<file path="src/lpfp_pkg.sv">
`default_nettype none
package lpfp_pkg;

    localparam int unsigned HDR_POS_W   = 4;
    localparam int unsigned CFG_IDX_W   = 2;
    localparam int unsigned CFG_DATA_W  = 32;

    localparam logic [HDR_POS_W-1:0] HDR_POS_MAGIC_LAST = 4'd3;
    localparam logic [HDR_POS_W-1:0] HDR_POS_VERSION    = 4'd4;
    localparam logic [HDR_POS_W-1:0] HDR_POS_TYPE       = 4'd5;
    localparam logic [HDR_POS_W-1:0] HDR_POS_LAST       = 4'd9;

    localparam logic [CFG_IDX_W-1:0] CFG_IDX_MAGIC   = 2'd0;
    localparam logic [CFG_IDX_W-1:0] CFG_IDX_VERSION = 2'd1;

    localparam logic [31:0] MAGIC_RESET   = 32'd0;
    localparam logic [7:0]  VERSION_RESET = 8'd1;

    localparam logic [1:0] STATUS_PAYLOAD     = 2'd0;
    localparam logic [1:0] STATUS_EMPTY_FRAME = 2'd1;
    localparam logic [1:0] STATUS_BAD_MAGIC   = 2'd2;
    localparam logic [1:0] STATUS_BAD_VERSION = 2'd3;

    typedef struct packed {
        logic [1:0]  status;
        logic [7:0]  frame_type;
        logic [31:0] frame_length;
        logic [7:0]  payload_byte;
        logic        frame_end;
    } t_result;

endpackage
`default_nettype wire

</file>
<file path="src/lpfp_in_if.sv">
`default_nettype none
interface lpfp_in_if;
    logic       valid;
    logic       ready;
    logic [7:0] rx_byte;

    modport source (output valid, output rx_byte, input ready);
    modport sink   (input valid, input rx_byte, output ready);
endinterface
`default_nettype wire

</file>
<file path="src/lpfp_out_if.sv">
`default_nettype none
interface lpfp_out_if;
    logic        valid;
    logic        ready;
    logic [1:0]  status;
    logic [7:0]  frame_type;
    logic [31:0] frame_length;
    logic [7:0]  payload_byte;
    logic        frame_end;

    modport source (output valid, output status, output frame_type, output frame_length,
                    output payload_byte, output frame_end, input ready);
    modport sink   (input valid, input status, input frame_type, input frame_length,
                    input payload_byte, input frame_end, output ready);
endinterface
`default_nettype wire

</file>
<file path="src/lpfp_parse.sv">
`default_nettype none
module lpfp_parse (
    input  wire logic                            i_clk,
    input  wire logic                            i_rst_n,
    input  wire logic                            i_cfg_we,
    input  wire logic [lpfp_pkg::CFG_IDX_W-1:0]  i_cfg_idx,
    input  wire logic [lpfp_pkg::CFG_DATA_W-1:0] i_cfg_wdata,
    input  wire logic                            i_fire,
    input  wire logic [7:0]                      i_rx_byte,
    output      logic                            o_res_valid,
    output      lpfp_pkg::t_result               o_res
);

    logic [31:0] r_exp_magic;
    logic [7:0]  r_exp_version;

    logic [lpfp_pkg::HDR_POS_W-1:0] r_hdr_pos, n_hdr_pos;
    logic [31:0] r_magic, n_magic;
    logic [7:0]  r_version, n_version;
    logic [7:0]  r_type, n_type;
    logic [31:0] r_length, n_length;
    logic [31:0] r_remaining, n_remaining;
    logic        r_in_payload, n_in_payload;

    logic [lpfp_pkg::HDR_POS_W-1:0] pos;
    logic                           last;

    always_ff @(posedge i_clk) begin
        if (!i_rst_n) begin
            r_exp_magic   <= lpfp_pkg::MAGIC_RESET;
            r_exp_version <= lpfp_pkg::VERSION_RESET;
        end else if (i_cfg_we) begin
            case (i_cfg_idx)
                lpfp_pkg::CFG_IDX_MAGIC:   r_exp_magic   <= i_cfg_wdata;
                lpfp_pkg::CFG_IDX_VERSION: r_exp_version <= i_cfg_wdata[7:0];
                default: ;
            endcase
        end
    end

    always_comb begin
        n_hdr_pos    = r_hdr_pos;
        n_magic      = r_magic;
        n_version    = r_version;
        n_type       = r_type;
        n_length     = r_length;
        n_remaining  = r_remaining;
        n_in_payload = r_in_payload;
        o_res_valid  = 1'b0;
        o_res        = '0;

        pos  = (r_hdr_pos > lpfp_pkg::HDR_POS_LAST) ? lpfp_pkg::HDR_POS_LAST : r_hdr_pos;
        last = (r_remaining <= 32'd1);

        if (r_in_payload) begin
            o_res_valid         = 1'b1;
            o_res.status        = lpfp_pkg::STATUS_PAYLOAD;
            o_res.frame_type    = r_type;
            o_res.frame_length  = r_length;
            o_res.payload_byte  = i_rx_byte;
            o_res.frame_end     = last;
            if (last) begin
                n_remaining  = '0;
                n_in_payload = 1'b0;
                n_hdr_pos    = '0;
            end else begin
                n_remaining = r_remaining - 32'd1;
            end
        end else begin
            if (pos <= lpfp_pkg::HDR_POS_MAGIC_LAST) begin
                n_magic = {r_magic[23:0], i_rx_byte};
            end else if (pos == lpfp_pkg::HDR_POS_VERSION) begin
                n_version = i_rx_byte;
            end else if (pos == lpfp_pkg::HDR_POS_TYPE) begin
                n_type = i_rx_byte;
            end else begin
                n_length = {r_length[23:0], i_rx_byte};
            end

            if (pos != lpfp_pkg::HDR_POS_LAST) begin
                n_hdr_pos = pos + 4'd1;
            end else begin
                n_hdr_pos          = '0;
                o_res.frame_type   = n_type;
                o_res.frame_length = n_length;
                o_res.frame_end    = 1'b1;
                if (n_magic != r_exp_magic) begin
                    o_res_valid  = 1'b1;
                    o_res.status = lpfp_pkg::STATUS_BAD_MAGIC;
                end else if (n_version != r_exp_version) begin
                    o_res_valid  = 1'b1;
                    o_res.status = lpfp_pkg::STATUS_BAD_VERSION;
                end else if (n_length == 32'd0) begin
                    o_res_valid  = 1'b1;
                    o_res.status = lpfp_pkg::STATUS_EMPTY_FRAME;
                end else begin
                    n_remaining  = n_length;
                    n_in_payload = 1'b1;
                end
            end
        end

        o_res_valid = o_res_valid & i_fire;
    end

    always_ff @(posedge i_clk) begin
        if (!i_rst_n) begin
            r_hdr_pos    <= '0;
            r_magic      <= '0;
            r_version    <= '0;
            r_type       <= '0;
            r_length     <= '0;
            r_remaining  <= '0;
            r_in_payload <= 1'b0;
        end else if (i_fire) begin
            r_hdr_pos    <= n_hdr_pos;
            r_magic      <= n_magic;
            r_version    <= n_version;
            r_type       <= n_type;
            r_length     <= n_length;
            r_remaining  <= n_remaining;
            r_in_payload <= n_in_payload;
        end
    end

endmodule
`default_nettype wire

</file>
<file path="src/lpfp_out_buf.sv">
`default_nettype none
module lpfp_out_buf (
    input  wire logic              i_clk,
    input  wire logic              i_rst_n,
    input  wire logic              i_push,
    input  lpfp_pkg::t_result      i_data,
    output      logic              o_has_room,
    output      logic              o_valid,
    input  wire logic              i_ready,
    output      lpfp_pkg::t_result o_data
);

    lpfp_pkg::t_result r_mem [2];
    logic       r_wr_ptr, n_wr_ptr;
    logic       r_rd_ptr, n_rd_ptr;
    logic [1:0] r_count, n_count;
    logic       pop;

    assign o_has_room = (r_count != 2'd2);
    assign o_valid    = (r_count != 2'd0);
    assign o_data     = r_mem[r_rd_ptr];
    assign pop        = o_valid & i_ready;

    always_comb begin
        n_wr_ptr = i_push ? ~r_wr_ptr : r_wr_ptr;
        n_rd_ptr = pop ? ~r_rd_ptr : r_rd_ptr;
        n_count  = r_count + {1'b0, i_push} - {1'b0, pop};
    end

    always_ff @(posedge i_clk) begin
        if (i_push) begin
            r_mem[r_wr_ptr] <= i_data;
        end
    end

    always_ff @(posedge i_clk) begin
        if (!i_rst_n) begin
            r_wr_ptr <= 1'b0;
            r_rd_ptr <= 1'b0;
            r_count  <= 2'd0;
        end else begin
            r_wr_ptr <= n_wr_ptr;
            r_rd_ptr <= n_rd_ptr;
            r_count  <= n_count;
        end
    end

endmodule
`default_nettype wire

</file>
<file path="src/length_prefixed_frame_parser_core.sv">
// Length-prefixed frame parser.
// Input channel i_rx carries one stream byte per beat. Each frame is a 10-byte
// header (big-endian magic, version, type, big-endian payload length) and then
// the payload. Output channel o_res carries one result beat per payload byte,
// or a single beat for an empty frame, a bad magic or a bad version.
// Header bytes produce no beat until the tenth one is checked.
// The expected magic and version are written through the i_cfg port; index 0
// is the magic and index 1 the version. The user must write them only while
// the block is idle; the block itself does not enforce this. One byte is
// accepted every cycle while i_rx.ready is high. Each result is pushed into
// a two-entry output buffer when its byte is accepted; o_res reads the buffer.
// When the receiver stalls, the buffer holds up to two results and i_rx.ready
// drops only when both entries are full.
// Synchronous active-low reset clears the parser to the start of a header,
// empties the buffer and restores the expected magic to 0 and version to 1.
`default_nettype none
module length_prefixed_frame_parser_core (
    input  wire logic                            i_clk,
    input  wire logic                            i_rst_n,
    input  wire logic                            i_cfg_we,
    input  wire logic [lpfp_pkg::CFG_IDX_W-1:0]  i_cfg_idx,
    input  wire logic [lpfp_pkg::CFG_DATA_W-1:0] i_cfg_wdata,
    lpfp_in_if.sink                              i_rx,
    lpfp_out_if.source                           o_res
);

    logic              fire;
    logic              room;
    logic              res_valid;
    lpfp_pkg::t_result res;
    lpfp_pkg::t_result out_data;

    assign i_rx.ready = room;
    assign fire       = i_rx.valid & room;

    lpfp_parse u_parse (
        .i_clk       (i_clk),
        .i_rst_n     (i_rst_n),
        .i_cfg_we    (i_cfg_we),
        .i_cfg_idx   (i_cfg_idx),
        .i_cfg_wdata (i_cfg_wdata),
        .i_fire      (fire),
        .i_rx_byte   (i_rx.rx_byte),
        .o_res_valid (res_valid),
        .o_res       (res)
    );

    lpfp_out_buf u_out_buf (
        .i_clk      (i_clk),
        .i_rst_n    (i_rst_n),
        .i_push     (res_valid),
        .i_data     (res),
        .o_has_room (room),
        .o_valid    (o_res.valid),
        .i_ready    (o_res.ready),
        .o_data     (out_data)
    );

    assign o_res.status       = out_data.status;
    assign o_res.frame_type   = out_data.frame_type;
    assign o_res.frame_length = out_data.frame_length;
    assign o_res.payload_byte = out_data.payload_byte;
    assign o_res.frame_end    = out_data.frame_end;

endmodule
`default_nettype wire

</file>
<file path="src/flat_wrapper.sv">
// flat-port wrapper written by rule: the top's interface ports become plain ports
module length_prefixed_frame_parser_core_flat 
  (i_clk, i_rst_n, i_cfg_we, i_cfg_idx, i_cfg_wdata, i_rx_valid, i_rx_rx_byte, i_rx_ready, o_res_valid, o_res_status, o_res_frame_type, o_res_frame_length, o_res_payload_byte, o_res_frame_end, o_res_ready);
  lpfp_in_if i_rx_i ();
  lpfp_out_if o_res_i ();
  input  wire logic i_clk;
  input  wire logic i_rst_n;
  input  wire logic i_cfg_we;
  input  wire logic [lpfp_pkg::CFG_IDX_W-1:0] i_cfg_idx;
  input  wire logic [lpfp_pkg::CFG_DATA_W-1:0] i_cfg_wdata;
  input wire logic [$bits(i_rx_i.valid)-1:0] i_rx_valid;
  input wire logic [$bits(i_rx_i.rx_byte)-1:0] i_rx_rx_byte;
  output wire logic [$bits(i_rx_i.ready)-1:0] i_rx_ready;
  output wire logic [$bits(o_res_i.valid)-1:0] o_res_valid;
  output wire logic [$bits(o_res_i.status)-1:0] o_res_status;
  output wire logic [$bits(o_res_i.frame_type)-1:0] o_res_frame_type;
  output wire logic [$bits(o_res_i.frame_length)-1:0] o_res_frame_length;
  output wire logic [$bits(o_res_i.payload_byte)-1:0] o_res_payload_byte;
  output wire logic [$bits(o_res_i.frame_end)-1:0] o_res_frame_end;
  input wire logic [$bits(o_res_i.ready)-1:0] o_res_ready;
  assign i_rx_i.valid = i_rx_valid;
  assign i_rx_i.rx_byte = i_rx_rx_byte;
  assign i_rx_ready = i_rx_i.ready;
  assign o_res_valid = o_res_i.valid;
  assign o_res_status = o_res_i.status;
  assign o_res_frame_type = o_res_i.frame_type;
  assign o_res_frame_length = o_res_i.frame_length;
  assign o_res_payload_byte = o_res_i.payload_byte;
  assign o_res_frame_end = o_res_i.frame_end;
  assign o_res_i.ready = o_res_ready;
  length_prefixed_frame_parser_core u_core (.i_clk(i_clk), .i_rst_n(i_rst_n), .i_cfg_we(i_cfg_we), .i_cfg_idx(i_cfg_idx), .i_cfg_wdata(i_cfg_wdata), .i_rx(i_rx_i), .o_res(o_res_i));
endmodule
</file>
<file path="config.mk">
export PLATFORM = sky130hd
export DESIGN_NAME = length_prefixed_frame_parser_core_flat
export DESIGN_NICKNAME = d
export VERILOG_FILES = /design/src/lpfp_pkg.sv /design/src/lpfp_in_if.sv /design/src/lpfp_out_if.sv /design/src/lpfp_parse.sv /design/src/lpfp_out_buf.sv /design/src/length_prefixed_frame_parser_core.sv /design/src/flat_wrapper.sv
export SDC_FILE = /design/constraint.sdc
export NUM_CORES = 1
export LEC_CHECK = 0
export ABC_AREA = 1
export ABC_CLOCK_PERIOD_IN_PS = 8210
export BUFFER_PORTS_ARGS = -buffer_cell sky130_fd_sc_hd__buf_2
export CAP_MARGIN = 30
export CORE_MARGIN = 8
export CORE_UTILIZATION = 60
export DETAILED_ROUTE_END_ITERATION = 8
export PLACE_DENSITY = 0.81
export SLEW_MARGIN = 5
export SYNTH_ARGS = -nofsm -noshare
export SYNTH_HDL_FRONTEND = slang
export SYNTH_SLANG_ARGS = --single-unit
</file>
<file path="constraint.sdc">
create_clock -name i_clk -period 8.21 [get_ports i_clk]
set_clock_uncertainty 0.2 [all_clocks]
set_input_delay 0.4105 -clock i_clk [delete_from_list [all_inputs] [get_ports i_clk]]
set_output_delay 0.4105 -clock i_clk [all_outputs]
set_load 0.03 [all_outputs]
</file>
==> metrics <==
CP startpoint=u_core.u_parse.r_hdr_pos[2]; clk buf depth=3; Clock power frac=between 40% and 50%; Hold Crit Depth=3; Detail Placement HPWL=22000 µm; Setup-failing EPs final=0; RSZ-0062 raised after global routing=no; Layout area overhead=14.4%; Synth Cell Area=13100 µm²; Combinational Power Share=approximately 15%; most frequent cell after synthesis=nand2_1; Tightest Pin Transition=between 900 and 1000 ps; FF+latch area=roughly 6300 µm²; clock tree sinks=264; WP data arrival=slightly above 4000 ps; Crit path depth=17; P_sw=~0.00087 W; Critical Path Fanout Max=52; run status=complete, no violations; Site Rows=54; gpl congestion=a little over 0.9; HP Class=in2reg; syn avg cell area=slightly below 8 µm²; Buf+Inv Stages, Crit Path=2; Final Cycle Share=46.1%; cell internal pwr=about 0.0024 W; library cells used by synthesis=36; area share of the largest cell type after synthesis=between 20% and 30%; maximum clock rate=approximately 260 MHz; Reg2Reg Depth=17; Synth Flop Type=dfxtp_1; Area contributors post-synth=dfxtp_1 25%, edfxtp_1 23%, nand2_1 11%; Tmin final=roughly 3800 ps; Post-synth EDFFs=approximately 100; Slew HR=approximately a third; critical path, cell by cell=inv_2 > nand2_1 > buf_4 > nand2_1 > nand3_1 > nand2_1 > nor2_1 > nand2_1 > nor2_1 > nand2_1 > nor2_2 > nand3_1 > nand2_2 > nand2_2 > nand2_1 > nand2_1 > nor2_1; die height=about 160 µm; Post-DP Area=approximately 14000 µm²; DP Worst Slack=between 4000 and 5000 ps; antenna violations before repair=0; Hold Fails Final Rpt=0; core area=about 22000 µm²; worst path required time=between 8000 and 9000 ps; post-synthesis cell count=1671; Setup Fix Bufs, Post-CTS=0; detailed-route via count=~12k; Final Max Slew Viols=0; kind of critical path=reg2reg; Die Area=around 27000 µm²; CTS tree=yes; Worst setup EP type=register; maxcap violations=0; Overflow after GRT=0; Port-buffer cells=between 90 and 100; biggest area consumer among synthesized cells=dfxtp_1; slowest cell delay on critical path=between 700 and 800 ps; switching share of power=a little over a quarter; Crit path max-delay family=simple AND/OR/NAND/NOR gates; setup TNS=0 ps; clock-pin slew on the worst setup and hold paths=roughly 60 ps; Inserted Clock Buffers=27; Root Driver=clkbuf_16; share of layout cells above drive strength 1=about an eighth; # IOs=100; H-tree levels=1; synth cell count leaders=395 x nand2_1, 204 x inv_1, 162 x dfxtp_1; syn nets=1722; sequential fraction of the synthesis area=about half; final instance area=approximately 15000 µm²; nets@finish=1803; Ys Warns=0; DIE WIDTH=approximately 160 µm; vias in the first global route=between 10k and 15k; DR WL/cell=about 16 µm; hold path startpoint=i_cfg_idx[1]; Seq cells post-synth=around 260; FFs w/ async S/R, synth=0%; reg2reg start=u_core.u_parse.r_hdr_pos[2]; # hold bufs at CTS=28; number of gates resized after cts=0; GRT Overall Usage=24.4%; Initial Util=between 60 and 70%; Flop pwr share=roughly 45%; largest net degree at the start of global routing=slightly below 100; Startpoint Class=register; Top cell by count, worst path=nand2_1; Clock Latency Late Sink=540 ps; # fillers=between 1.5k and 2k; CP max stage cell=nand2_2; DR iter-0 viols=between 1k and 1.5k; Lkg Pwr=~7 nW; Detail Route Antenna Nets=0; number of antenna repair diodes=0; Post-Route WL=around 33000 µm; Pwr Density=approximately 220 nW/µm²; first-pass iteration count of the detailed router=6; multi-input logic area=5630 µm²; first-pass GRT wire length=between 50000 and 60000 µm; post-DR vias/cell=5.64; maximum vdd drop=0.213 mV; Final Worst Setup Slack=4430 ps; DRC viols=0
cells in the final DEF, fill, tap and decap left out, types with 20 or more instances in the layout:
cell,count
edfxtp_1,102
mux2_2,51
o211ai_1,34
o21ai_0,136
inv_1,203
buf_2,98
nand3_1,78
dlygate4sd3_1,28
nand3b_1,20
clkbuf_16,27
dfxtp_1,161
o22ai_1,59
a21oi_1,108
nor2_1,142
nand2_1,395
final cells by class:
type / count / area share [%]
Clock buffer: 33 / 4.74
Clock inverter: 17 / 1.62
Inverter: 208 / 5.22
Multi-Input combinational cell: 1108 / 37.7
Sequential cell: 264 / 42.2
Tap cell: 280 / 2.34
Timing Repair Buffer: 143 / 6.23
through the flow:
step | std cells | util, % | power [W] | hold slack (ps)
2_1_floorplan | 1671 | - | 0.00181 | 226
3_3_place_gp | 1973 | 63.2 | 0.00191 | 236
3_5_place_dp | 1975 | 63.4 | 0.00193 | 247
4_1_cts | 2053 | 69.1 | 0.00325 | 1.77
5_1_grt | 2053 | 69.1 | 0.00338 | 21.7
6_report | 2053 | 69.1 | 0.00325 | 17.0
worst reg2reg max path, stage by stage (launching register included):
cell,delay (ps)
dfxtp_1,480
inv_2,90
nand2_1,80
buf_4,360
nand2_1,160
nand3_1,100
nand2_1,50
nor2_1,150
nand2_1,70
nor2_1,130
nand2_1,100
nor2_2,230
nand3_1,120
nand2_2,720
nand2_2,370
nand2_1,140
nand2_1,60
nor2_1,100
per-layer routing:
| layer | global-route usage [%] | up-vias | share of wire [%] |
|---|---|---|---|
| met5 | 0 | - | 0 |
| met4 | 7.23 | 0 | 2.6 |
| met3 | 3.43 | 52 | 9.1 |
| met2 | 39.5 | 522 | 46 |
| met1 | 33.3 | 5296 | 42 |
| li1 | - | 5705 | - |
power groups by stage:
| stage | clock [W] | sequential [W] | combinational (W) |
|---|---|---|---|
| global route | 0.00139 | 0.00146 | 0.000533 |
| finish | 0.00132 | 0.00145 | 0.000474 |
| global placement | 0 | 0.00147 | 0.000441 |
| floorplan | 0 | 0.00146 | 0.000349 |
| CTS | 0.00133 | 0.00145 | 0.000470 |
| detailed placement | 0 | 0.00148 | 0.000455 |
flip-flops by register name (all words and copies together) (netlist names), named ones only:
register                      flops
u_core.u_out_buf.r_rd_ptr         1
u_core.u_parse.r_type             8
u_core.u_out_buf.r_count          2
u_core.u_out_buf.r_mem          102
u_core.u_parse.r_in_payload       1
u_core.u_parse.r_exp_magic       32
u_core.u_parse.r_length          32
u_core.u_parse.r_hdr_pos          4
u_core.u_parse.r_magic           32
u_core.u_parse.r_remaining       32
u_core.u_parse.r_version          8
u_core.u_out_buf.r_wr_ptr         1
u_core.u_parse.r_exp_version      8
path summary, 6_finish.rpt:
kind         slack (ps)                         endpoint
min                  20  u_core.u_parse.r_exp_version[0]
max reg2reg        4430   u_core.u_parse.r_remaining[15]
min reg2reg         250        u_core.u_out_buf.r_rd_ptr
max                4430   u_core.u_parse.r_remaining[15]
cell families (layout without fill, tap and decap cells):
logic type	after synthesis	in the layout	synth area share, %
AOI/OAI and AO/OA	368	368	15.8
xor gates and xnor gates	25	25	1.68
adders and majority gates	4	4	0.383
buffers and inverters	299	401	8.85
DFF	264	264	48.3
muxes	51	51	4.40
and+or+nand+nor	660	660	20.7
Power figures use the tool's default switching activity.
